File: src/rtl/gdo_pkg.sv
// Shared types, constants and calendar tables for the date offset block.
package gdo_pkg;

   localparam logic [13:0] MAX_YEAR     = 14'd9999;
   localparam logic [13:0] MIN_YEAR     = 14'd1;
   localparam logic [13:0] DEFAULT_YEAR = 14'd2023;
   localparam logic [6:0]  DEFAULT_CENT = 7'd20;
   localparam logic [6:0]  DEFAULT_YRC  = 7'd23;
   localparam logic [4:0]  FIRST_DAY    = 5'd1;
   localparam logic [4:0]  LONG_MONTH   = 5'd31;
   localparam logic [6:0]  LAST_YRC     = 7'd99;

   localparam logic [3:0] MONTH_JAN   = 4'd1;
   localparam logic [3:0] MONTH_FEB   = 4'd2;
   localparam logic [3:0] MONTH_APR   = 4'd4;
   localparam logic [3:0] MONTH_JUN   = 4'd6;
   localparam logic [3:0] MONTH_SEP   = 4'd9;
   localparam logic [3:0] MONTH_NOV   = 4'd11;
   localparam logic [3:0] MONTH_DEC   = 4'd12;
   localparam logic [3:0] MONTH_SHIFT = 4'd12;

   localparam logic [12:0] SPLIT_MUL   = 13'd5243;
   localparam int          SPLIT_SHIFT = 19;
   localparam logic [13:0] CENT_SCALE  = 14'd100;
   localparam logic [13:0] MOD7_MUL    = 14'd9362;
   localparam int          MOD7_SHIFT  = 16;
   localparam logic [14:0] DAYS_WEEK   = 15'd7;
   localparam logic [21:0] DAYS_YEAR   = 22'd365;

   typedef struct packed {
      logic load;
      logic split;
      logic check;
      logic step;
      logic adjust;
      logic sum;
      logic total;
      logic modq;
      logic emit;
   } gdo_cmd_type;

   typedef struct packed {
      logic walk_done;
   } gdo_sts_type;

   function automatic logic is_leap(input logic [6:0] cent, input logic [6:0] yrc);
      logic four;
      four = (yrc[1:0] == 2'd0);
      return (four && (yrc != 7'd0)) || ((yrc == 7'd0) && (cent[1:0] == 2'd0));
   endfunction

   function automatic logic [4:0] month_len(input logic [3:0] m, input logic leap);
      logic [4:0] len;
      case (m)
         MONTH_APR, MONTH_JUN, MONTH_SEP, MONTH_NOV: len = 5'd30;
         MONTH_FEB: len = leap ? 5'd29 : 5'd28;
         default: len = 5'd31;
      endcase
      return len;
   endfunction

   // Days before the month in a year that starts in March (months 3 to 14).
   function automatic logic [8:0] mar_offset(input logic [3:0] am);
      logic [8:0] v;
      case (am)
         4'd3:    v = 9'd0;
         4'd4:    v = 9'd31;
         4'd5:    v = 9'd61;
         4'd6:    v = 9'd92;
         4'd7:    v = 9'd122;
         4'd8:    v = 9'd153;
         4'd9:    v = 9'd184;
         4'd10:   v = 9'd214;
         4'd11:   v = 9'd245;
         4'd12:   v = 9'd275;
         4'd13:   v = 9'd306;
         4'd14:   v = 9'd337;
         default: v = 9'd0;
      endcase
      return v;
   endfunction

   // Month term of the weekday congruence for months 3 to 14.
   function automatic logic [5:0] zel_offset(input logic [3:0] am);
      logic [5:0] v;
      case (am)
         4'd3:    v = 6'd10;
         4'd4:    v = 6'd13;
         4'd5:    v = 6'd15;
         4'd6:    v = 6'd18;
         4'd7:    v = 6'd20;
         4'd8:    v = 6'd23;
         4'd9:    v = 6'd26;
         4'd10:   v = 6'd28;
         4'd11:   v = 6'd31;
         4'd12:   v = 6'd33;
         4'd13:   v = 6'd36;
         4'd14:   v = 6'd39;
         default: v = 6'd0;
      endcase
      return v;
   endfunction

endpackage

File: src/rtl/gdo_ctrl.sv
// Controller state machine that sequences the date offset datapath.
module gdo_ctrl import gdo_pkg::*; (
   input  logic        clock,
   input  logic        reset,
   input  logic        start,
   input  gdo_sts_type sts,
   output gdo_cmd_type cmd,
   output logic        busy
);

   typedef enum logic [8:0] {
      ST_IDLE  = 9'b000000001,
      ST_SPLIT = 9'b000000010,
      ST_CHECK = 9'b000000100,
      ST_WALK  = 9'b000001000,
      ST_ADJ   = 9'b000010000,
      ST_SUM   = 9'b000100000,
      ST_TOTAL = 9'b001000000,
      ST_MODQ  = 9'b010000000,
      ST_EMIT  = 9'b100000000
   } state_type;

   state_type state_ff, state_in;

   always_comb begin
      state_in = state_ff;
      cmd      = '0;
      unique case (state_ff)
         ST_IDLE: begin
            cmd.load = start;
            if (start) begin
               state_in = ST_SPLIT;
            end
         end
         ST_SPLIT: begin
            cmd.split = 1'b1;
            state_in  = ST_CHECK;
         end
         ST_CHECK: begin
            cmd.check = 1'b1;
            state_in  = ST_WALK;
         end
         ST_WALK: begin
            cmd.step = !sts.walk_done;
            if (sts.walk_done) begin
               state_in = ST_ADJ;
            end
         end
         ST_ADJ: begin
            cmd.adjust = 1'b1;
            state_in   = ST_SUM;
         end
         ST_SUM: begin
            cmd.sum  = 1'b1;
            state_in = ST_TOTAL;
         end
         ST_TOTAL: begin
            cmd.total = 1'b1;
            state_in  = ST_MODQ;
         end
         ST_MODQ: begin
            cmd.modq = 1'b1;
            state_in = ST_EMIT;
         end
         ST_EMIT: begin
            cmd.emit = 1'b1;
            state_in = ST_IDLE;
         end
         default: begin
            state_in = ST_IDLE;
         end
      endcase
   end

   always_ff @(posedge clock) begin
      if (reset) begin
         state_ff <= ST_IDLE;
      end else begin
         state_ff <= state_in;
      end
   end

   assign busy = (state_ff != ST_IDLE);

endmodule

File: src/rtl/gdo_dpath.sv
// Datapath: input check, month walk with year counters, day number and weekday.
module gdo_dpath import gdo_pkg::*; (
   input  logic               clock,
   input  logic               reset,
   input  gdo_cmd_type        cmd,
   output gdo_sts_type        sts,
   input  logic        [4:0]  req_day_in,
   input  logic        [3:0]  req_month_in,
   input  logic        [13:0] req_year_in,
   input  logic signed [15:0] req_offset_days,
   output logic               rsp_valid,
   output logic        [4:0]  rsp_day_out,
   output logic        [3:0]  rsp_month_out,
   output logic        [13:0] rsp_year_out,
   output logic        [2:0]  rsp_weekday,
   output logic        [21:0] rsp_day_number,
   output logic               rsp_input_invalid,
   output logic               rsp_out_of_range
);

   logic [4:0]  d_ff, d_in;
   logic [3:0]  m_ff, m_in;
   logic [13:0] y_ff, y_in;
   logic [15:0] off_ff, off_in;
   logic [6:0]  q_ff, q_in;
   logic [6:0]  r_ff, r_in;

   logic [4:0]  sd_ff, sd_in;
   logic [3:0]  sm_ff, sm_in;
   logic [13:0] sy_ff, sy_in;
   logic [6:0]  sq_ff, sq_in;
   logic [6:0]  sr_ff, sr_in;
   logic        bad_ff, bad_in;

   logic [15:0] nd_ff, nd_in;
   logic [3:0]  nm_ff, nm_in;
   logic [13:0] ny_ff, ny_in;
   logic [6:0]  nq_ff, nq_in;
   logic [6:0]  nr_ff, nr_in;
   logic [15:0] left_ff, left_in;
   logic        neg_ff, neg_in;
   logic        over_ff, over_in;

   logic [21:0] yr365_ff, yr365_in;
   logic [11:0] lp_ff, lp_in;
   logic [8:0]  dt1_ff, dt1_in;
   logic [14:0] zs_ff, zs_in;
   logic [21:0] dn_ff, dn_in;
   logic [14:0] s_ff, s_in;
   logic [12:0] q7_ff, q7_in;

   logic        vld_ff, vld_in;
   logic [4:0]  od_ff, od_in;
   logic [3:0]  om_ff, om_in;
   logic [13:0] oy_ff, oy_in;
   logic [2:0]  ow_ff, ow_in;
   logic [21:0] odn_ff, odn_in;
   logic        obad_ff, obad_in;
   logic        oover_ff, oover_in;

   logic [26:0] split_prod;
   logic [6:0]  split_q;
   logic [13:0] split_rem;
   logic        in_valid;
   logic        leap_w;
   logic [4:0]  mlen_w;
   logic [4:0]  st_d;
   logic [3:0]  st_m;
   logic [13:0] st_y;
   logic [6:0]  st_q;
   logic [6:0]  st_r;
   logic        mar_w;
   logic [3:0]  am_w;
   logic [13:0] ay_w;
   logic [6:0]  aq_w;
   logic [28:0] mod_prod;
   logic [14:0] rem7;
   logic [14:0] rem7_fix;

   assign split_prod = 27'(y_ff) * 27'(SPLIT_MUL);
   assign split_q    = split_prod[SPLIT_SHIFT+6:SPLIT_SHIFT];
   assign split_rem  = y_ff - 14'(split_q) * CENT_SCALE;

   assign in_valid = (y_ff >= MIN_YEAR) && (y_ff <= MAX_YEAR) &&
                     (m_ff >= MONTH_JAN) && (m_ff <= MONTH_DEC) && (d_ff != 5'd0) &&
                     (d_ff <= month_len(m_ff, is_leap(q_ff, r_ff)));

   assign st_d = in_valid ? d_ff : FIRST_DAY;
   assign st_m = in_valid ? m_ff : MONTH_JAN;
   assign st_y = in_valid ? y_ff : DEFAULT_YEAR;
   assign st_q = in_valid ? q_ff : DEFAULT_CENT;
   assign st_r = in_valid ? r_ff : DEFAULT_YRC;

   assign leap_w = is_leap(nq_ff, nr_ff);
   assign mlen_w = month_len(nm_ff, leap_w);

   assign sts.walk_done = over_ff || (!neg_ff && (nd_ff <= 16'(mlen_w))) ||
                          (neg_ff && (left_ff < nd_ff));

   assign mar_w = (nm_ff <= MONTH_FEB);
   assign am_w  = mar_w ? nm_ff + MONTH_SHIFT : nm_ff;
   assign ay_w  = mar_w ? ny_ff - 14'd1 : ny_ff;
   assign aq_w  = (mar_w && (nr_ff == 7'd0)) ? nq_ff - 7'd1 : nq_ff;

   assign mod_prod = 29'(s_ff) * 29'(MOD7_MUL);
   assign rem7     = s_ff - 15'(q7_ff) * DAYS_WEEK;
   assign rem7_fix = (rem7 >= DAYS_WEEK) ? rem7 - DAYS_WEEK : rem7;

   always_comb begin
      d_in = d_ff;  m_in = m_ff;  y_in = y_ff;  off_in = off_ff;
      q_in = q_ff;  r_in = r_ff;
      sd_in = sd_ff;  sm_in = sm_ff;  sy_in = sy_ff;  sq_in = sq_ff;  sr_in = sr_ff;
      bad_in = bad_ff;
      nd_in = nd_ff;  nm_in = nm_ff;  ny_in = ny_ff;  nq_in = nq_ff;  nr_in = nr_ff;
      left_in = left_ff;  neg_in = neg_ff;  over_in = over_ff;
      yr365_in = yr365_ff;  lp_in = lp_ff;  dt1_in = dt1_ff;  zs_in = zs_ff;
      dn_in = dn_ff;  s_in = s_ff;  q7_in = q7_ff;
      vld_in = cmd.emit;
      od_in = od_ff;  om_in = om_ff;  oy_in = oy_ff;  ow_in = ow_ff;  odn_in = odn_ff;
      obad_in = obad_ff;  oover_in = oover_ff;

      if (cmd.load) begin
         d_in   = req_day_in;
         m_in   = req_month_in;
         y_in   = req_year_in;
         off_in = req_offset_days;
      end

      if (cmd.split) begin
         q_in = split_q;
         r_in = split_rem[6:0];
      end

      if (cmd.check) begin
         sd_in   = st_d;
         sm_in   = st_m;
         sy_in   = st_y;
         sq_in   = st_q;
         sr_in   = st_r;
         bad_in  = !in_valid;
         nm_in   = st_m;
         ny_in   = st_y;
         nq_in   = st_q;
         nr_in   = st_r;
         neg_in  = off_ff[15];
         over_in = 1'b0;
         left_in = (~off_ff) + 16'd1;
         if (off_ff[15]) begin
            nd_in = 16'(st_d);
         end else begin
            nd_in = 16'(st_d) + off_ff;
         end
      end

      if (cmd.step) begin
         if (!neg_ff) begin
            nd_in = nd_ff - 16'(mlen_w);
            if (nm_ff == MONTH_DEC) begin
               nm_in = MONTH_JAN;
               ny_in = ny_ff + 14'd1;
               if (nr_ff == LAST_YRC) begin
                  nr_in = 7'd0;
                  nq_in = nq_ff + 7'd1;
               end else begin
                  nr_in = nr_ff + 7'd1;
               end
               over_in = (ny_ff >= MAX_YEAR);
            end else begin
               nm_in = nm_ff + 4'd1;
            end
         end else begin
            left_in = left_ff - nd_ff;
            if (nm_ff == MONTH_JAN) begin
               nm_in = MONTH_DEC;
               ny_in = ny_ff - 14'd1;
               if (nr_ff == 7'd0) begin
                  nr_in = LAST_YRC;
                  nq_in = nq_ff - 7'd1;
               end else begin
                  nr_in = nr_ff - 7'd1;
               end
               over_in = (ny_ff <= MIN_YEAR);
               nd_in   = 16'(LONG_MONTH);
            end else begin
               nm_in = nm_ff - 4'd1;
               nd_in = 16'(month_len(nm_ff - 4'd1, leap_w));
            end
         end
      end

      if (cmd.adjust) begin
         if (over_ff) begin
            nd_in = 16'(sd_ff);
            nm_in = sm_ff;
            ny_in = sy_ff;
            nq_in = sq_ff;
            nr_in = sr_ff;
         end else if (neg_ff) begin
            nd_in = nd_ff - left_ff;
         end
      end

      if (cmd.sum) begin
         yr365_in = 22'(ay_w) * DAYS_YEAR;
         lp_in    = 12'(ay_w >> 2) - 12'(aq_w) + 12'(aq_w >> 2);
         dt1_in   = 9'(nd_ff[4:0]) + mar_offset(am_w);
         zs_in    = 15'(nd_ff[4:0]) + 15'(zel_offset(am_w)) + 15'(ay_w);
      end

      if (cmd.total) begin
         dn_in = yr365_ff + 22'(dt1_ff) + 22'(lp_ff);
         s_in  = zs_ff + 15'(lp_ff);
      end

      if (cmd.modq) begin
         q7_in = mod_prod[MOD7_SHIFT+12:MOD7_SHIFT];
      end

      if (cmd.emit) begin
         od_in    = nd_ff[4:0];
         om_in    = nm_ff;
         oy_in    = ny_ff;
         ow_in    = rem7_fix[2:0];
         odn_in   = dn_ff;
         obad_in  = bad_ff;
         oover_in = over_ff;
      end
   end

   always_ff @(posedge clock) begin
      if (reset) begin
         vld_ff <= 1'b0;
      end else begin
         vld_ff <= vld_in;
      end
   end

   always_ff @(posedge clock) begin
      d_ff     <= d_in;
      m_ff     <= m_in;
      y_ff     <= y_in;
      off_ff   <= off_in;
      q_ff     <= q_in;
      r_ff     <= r_in;
      sd_ff    <= sd_in;
      sm_ff    <= sm_in;
      sy_ff    <= sy_in;
      sq_ff    <= sq_in;
      sr_ff    <= sr_in;
      bad_ff   <= bad_in;
      nd_ff    <= nd_in;
      nm_ff    <= nm_in;
      ny_ff    <= ny_in;
      nq_ff    <= nq_in;
      nr_ff    <= nr_in;
      left_ff  <= left_in;
      neg_ff   <= neg_in;
      over_ff  <= over_in;
      yr365_ff <= yr365_in;
      lp_ff    <= lp_in;
      dt1_ff   <= dt1_in;
      zs_ff    <= zs_in;
      dn_ff    <= dn_in;
      s_ff     <= s_in;
      q7_ff    <= q7_in;
      od_ff    <= od_in;
      om_ff    <= om_in;
      oy_ff    <= oy_in;
      ow_ff    <= ow_in;
      odn_ff   <= odn_in;
      obad_ff  <= obad_in;
      oover_ff <= oover_in;
   end

   assign rsp_valid         = vld_ff;
   assign rsp_day_out       = od_ff;
   assign rsp_month_out     = om_ff;
   assign rsp_year_out      = oy_ff;
   assign rsp_weekday       = ow_ff;
   assign rsp_day_number    = odn_ff;
   assign rsp_input_invalid = obad_ff;
   assign rsp_out_of_range  = oover_ff;

endmodule

File: src/rtl/gregorian_date_offset_and_weekday.sv
// Top level of the Gregorian date offset, weekday and day number block.
//
// A transaction starts when start is high while busy is low; the request
// ports req_day_in, req_month_in, req_year_in and req_offset_days are
// sampled at that edge. busy then stays high until the result is issued.
// The result appears on the rsp_ ports for exactly one cycle, marked by
// rsp_valid, and the receiver must take it in that cycle.
// From the accepting edge the controller steps through the split, check,
// walk, adjust, sum, total, modq and emit states; rsp_valid is registered
// from emit. The month walk crosses one month boundary per cycle. One
// transaction is in flight at a time, and a new one may start in the
// cycle in which rsp_valid is high.
// An invalid starting date is replaced by 01.01.2023 and flagged; a walk
// that leaves years 1 to 9999 returns the normalized starting date and
// flags it. Synchronous reset returns the controller to idle and clears
// rsp_valid; no transaction is lost other than the one in flight.
module gregorian_date_offset_and_weekday import gdo_pkg::*; (
   input  logic               clock,
   input  logic               reset,
   input  logic               start,
   output logic               busy,
   input  logic        [4:0]  req_day_in,
   input  logic        [3:0]  req_month_in,
   input  logic        [13:0] req_year_in,
   input  logic signed [15:0] req_offset_days,
   output logic               rsp_valid,
   output logic        [4:0]  rsp_day_out,
   output logic        [3:0]  rsp_month_out,
   output logic        [13:0] rsp_year_out,
   output logic        [2:0]  rsp_weekday,
   output logic        [21:0] rsp_day_number,
   output logic               rsp_input_invalid,
   output logic               rsp_out_of_range
);

   gdo_cmd_type cmd;
   gdo_sts_type sts;

   gdo_ctrl u_ctrl (
      .clock (clock),
      .reset (reset),
      .start (start),
      .sts   (sts),
      .cmd   (cmd),
      .busy  (busy)
   );

   gdo_dpath u_dpath (
      .clock             (clock),
      .reset             (reset),
      .cmd               (cmd),
      .sts               (sts),
      .req_day_in        (req_day_in),
      .req_month_in      (req_month_in),
      .req_year_in       (req_year_in),
      .req_offset_days   (req_offset_days),
      .rsp_valid         (rsp_valid),
      .rsp_day_out       (rsp_day_out),
      .rsp_month_out     (rsp_month_out),
      .rsp_year_out      (rsp_year_out),
      .rsp_weekday       (rsp_weekday),
      .rsp_day_number    (rsp_day_number),
      .rsp_input_invalid (rsp_input_invalid),
      .rsp_out_of_range  (rsp_out_of_range)
   );

`ifndef SYNTHESIS
   a_start_busy: assert property (@(posedge clock) disable iff (reset)
      (start && !busy) |=> busy)
      else $error("accepted transaction did not raise busy");

   a_single_strobe: assert property (@(posedge clock) disable iff (reset)
      rsp_valid |=> !rsp_valid)
      else $error("result strobe lasted more than one cycle");

   a_result_during_busy: assert property (@(posedge clock) disable iff (reset)
      rsp_valid |-> $past(busy))
      else $error("result issued without a transaction in flight");

   a_result_date: assert property (@(posedge clock) disable iff (reset)
      rsp_valid |-> (rsp_month_out >= MONTH_JAN) && (rsp_month_out <= MONTH_DEC) &&
                    (rsp_day_out != 5'd0) && (rsp_weekday <= 3'd6) &&
                    (rsp_year_out >= MIN_YEAR) && (rsp_year_out <= MAX_YEAR))
      else $error("result date or weekday out of range");
`endif

endmodule

File: config.mk
export PLATFORM = sky130hd
export DESIGN_NAME = gregorian_date_offset_and_weekday
export DESIGN_NICKNAME = d
export VERILOG_FILES = /design/src/rtl/gdo_pkg.sv /design/src/rtl/gdo_ctrl.sv /design/src/rtl/gdo_dpath.sv /design/src/rtl/gregorian_date_offset_and_weekday.sv
export SDC_FILE = /design/constraint.sdc
export NUM_CORES = 1
export LEC_CHECK = 0
export BUFFER_PORTS_ARGS = -buffer_cell sky130_fd_sc_hd__clkbuf_2
export CELL_PAD_IN_SITES_DETAIL_PLACEMENT = 0
export CELL_PAD_IN_SITES_GLOBAL_PLACEMENT = 1
export CORE_ASPECT_RATIO = 0.7
export CORE_UTILIZATION = 45
export CTS_CLUSTER_SIZE = 28
export DETAILED_ROUTE_END_ITERATION = 12
export PLACE_DENSITY = 0.85
export SYNTH_ARGS = -nofsm -noshare
export SYNTH_HDL_FRONTEND = slang
export SYNTH_SLANG_ARGS = --single-unit
File: constraint.sdc
create_clock -name clock -period 12 [get_ports clock]
set_clock_uncertainty 0.15 [all_clocks]
set_input_delay 1.2 -clock clock [delete_from_list [all_inputs] [get_ports clock]]
set_output_delay 1.2 -clock clock [all_outputs]
set_load 0.05 [all_outputs]
==> results.yml <==
sta:
  slew_headroom: 0.281
  setup-tns-final_ns: 0
  tightest_slew_ns: 1.08
  fmax_ghz: 0.142
  fin_crit_sh: 0.587
  min_period_ns: 7.05
  hold_viol_final: 0
  slew_viol_final: 0
  rsz0062_at_grt: "false"
  setup_viol: 0
grt:
  overflow: 0
  grt_first_pass_wirelength_um: 118000
  grt_max_degree: 64
  grt.total_usage: 0.235
  antenna_found_initial: 2
  grt_pass1_vias: 21345
layout:
  instances_no_fill: 3799
  drive_gt1_frac: 0.0772
  n_antenna_cell: 0
  final_nets: 3546
  fin_util: 0.500
  area_growth_syn_to_layout_pct: 8.74
  finalInstanceArea_um2: 31000
floorplan:
  dieArea_um2: 64400
  core-area_um2: 62100
  rows: 76
  initial_utilization: 0.460
  die_w_um: 303
  ios: 94
  die_y_um: 213
synth:
  synth_seq_cells: 325
  ys.warnings.count: 0
  synth_commonest_cells: "inv_1 (433), ha_1 (375), edfxtp_1 (250), nor2_1 (191), fa_1 (179)"
  async_reset_ff_frac: 0
  yosysTopAreaCell: "edfxtp_1"
  synth_fp_nets: 3481
  yosys-top-cells-area: "edfxtp_1 (26%), ha_1 (16%), fa_1 (13%), inv_1 (5.7%), dfxtp_1 (5.3%)"
  syn_area_um2: 28500
  ys_seq_area_frac: 0.316
  syn_inst: 2885
  synth_edf_count: 250
  ys.flop_type: "edfxtp_1"
  synth_cell_types: 101
  synth_top_area_frac: 0.263
  synth.avg_cell_area_um2: 9.89
  synth_most_common_cell: "inv_1"
detailed_routing:
  via_per_inst: 5.61
  wl_per_cell_um: 19.6
  wirelength_um: 74400
  drcViolationCount: 0
  first_pass_iters: 5
  ant_nets: 0
  vias: 21313
  drt_iter0_drc: 1795
outcome:
  outcome: "finished clean"
power:
  internal-power_w: 0.00317
  clock_power_share: 0.223
  netSwitchingPower_w: 0.00209
  seqPwrFrac: 0.278
  p_leak_nw: 13.5
  power_frac_comb: 0.498
  ir_worst_vdd_uv: 223
  p_per_area_nw_per_um2: 169
  swShare: 0.397
critical_path:
  crit_fanout: 13
  cp.required_ns: 12.18
  end_kind: "register"
  rrSetupSlack_ns: 4.95
  cp.arrival_ns: 7.22
  worst_setup_path_start_kind: "register"
  timing_worst_setup_path_type: "register to register"
  worstRegToRegCells: 23
cts:
  cts-hold-fix-buffers: 0
  cts-resized-gates: 0
  clkTransAtPathRegs_ns: 0.06
  htreeDepth: 2
  clkSinkCount: 325
  cts_tree: "built"
  numCtsBuffers: 38
  clock_path_buffers: 3
  postCtsSetupRepairBufs: 0
  root_buffer: "clkbuf_16"
  clk_latency_ns: 0.58
placed_design:
  port_buffers: 93
  hpwl_um: 58600
  dp_cells: 3729
  gp_congestion: 0.911
  place_area_um2: 29800
run:
  cap_violations: 0
min_path:
  hold_class: "register to register"
  hold_depth: 0
[final cells by class]
class                      instances  area (um2)
fill                            5608       31100
multi-input combinational       2040       17500
sequential                       325        9010
inverter                         435        1630
clock buffer                      52        1050
tap                              819        1020
timing repair buffer             110         593
clock inverter                    18         175
[per-stage QoR]
| stage | power (W) | setup slack (ns) | hold WS, ns |
|---|---|---|---|
| after floorplan | 0.00345 | 4.30 | 0.250 |
| after global placement | 0.00403 | 5.07 | 0.258 |
| after detailed placement | 0.00408 | 5.03 | 0.255 |
| after CTS | 0.00529 | 4.99 | 0.266 |
| after global routing | 0.00571 | 4.44 | 0.283 |
| final | 0.00526 | 4.95 | 0.262 |
[per-layer routing]
metal / wire length, um / global-route usage / up-vias
met1: 36600 / 0.356 / 10383
met5: 0 / 0 / -
met4: 1300 / 0.0541 / 0
met3: 6130 / 0.0505 / 79
li1: - / - / 10147
met2: 30400 / 0.340 / 704
[worst max-delay path, stage by stage (launching register included)]
cell and delay (ns):
dfxtp_1 0.51, or4_4 0.66, nor4_1 0.54, nor3b_2 0.34
nand2_1 0.09, xor2_1 0.37, inv_1 0.29, ha_1 0.37
inv_1 0.11, fa_1 0.54, inv_1 0.05, fa_1 0.47
inv_1 0.06, fa_1 0.56, inv_1 0.06, ha_1 0.37
and3_1 0.18, nand3_1 0.10, a31oi_1 0.29, a21oi_1 0.12
o21bai_1 0.21, a21o_1 0.14, a21oi_1 0.07, xnor2_1 0.13
[cell families after synthesis]
| kind of cell | count (synthesis) | synth area share |
|---|---|---|
| XOR/XNOR | 202 | 0.0625 |
| AO/OA/AOI/OAI | 587 | 0.137 |
| multiplexers | 16 | 0.00658 |
| AND/OR/NAND/NOR | 681 | 0.118 |
| buffers and inverters | 520 | 0.0707 |
| flip-flops | 325 | 0.316 |
| adder cells (fa/ha/maj) | 554 | 0.290 |
[power groups by stage]
stage	sequential (W)	combinational (W)	clock, W
3_3_place_gp	0.00148	0.00254	0
2_1_floorplan	0.00144	0.00201	0
6_report	0.00146	0.00262	0.00117
5_1_grt	0.00147	0.00299	0.00124
4_1_cts	0.00146	0.00263	0.00120
3_5_place_dp	0.00149	0.00259	0
[placed cells by master (no fill, tap or decap), types with 30 or more instances in the layout]
master / instances
inv_1: 433
a21oi_1: 146
clkbuf_2: 93
nor2_1: 190
and3_1: 35
a21o_1: 30
dfxtp_1: 75
xnor2_1: 127
xor2_1: 73
o21ai_0: 121
a211oi_1: 33
nand2_1: 172
nand3_1: 51
nor3_1: 55
clkbuf_16: 39
ha_1: 375
edfxtp_1: 250
nor2b_1: 31
fa_1: 179
[worst paths after layout]
check,startpoint,end
hold reg to reg,u_dpath.dn_ff[5],u_dpath.rsp_day_number[5]
setup reg to reg,u_dpath.ny_ff[4],u_dpath.yr365_ff[20]
setup / recovery,u_dpath.ny_ff[4],u_dpath.yr365_ff[20]
hold / removal,u_dpath.dn_ff[5],u_dpath.rsp_day_number[5]
[registers in the layout, indices dropped and copies added, names as in the netlist, 12 cells and up]
name,cells
u_dpath.left_ff,16
u_dpath.rsp_year_out,14
u_dpath.off_ff,16
u_dpath.lp_ff,12
u_dpath.sy_ff,14
u_dpath.s_ff,15
u_dpath.ny_ff,14
u_dpath.yr365_ff,22
u_dpath.y_ff,14
u_dpath.nd_ff,16
u_dpath.q7_ff,13
u_dpath.dn_ff,22
u_dpath.rsp_day_number,22
u_dpath.zs_ff,15
Note: power is estimated with default switching activity, not from simulation.
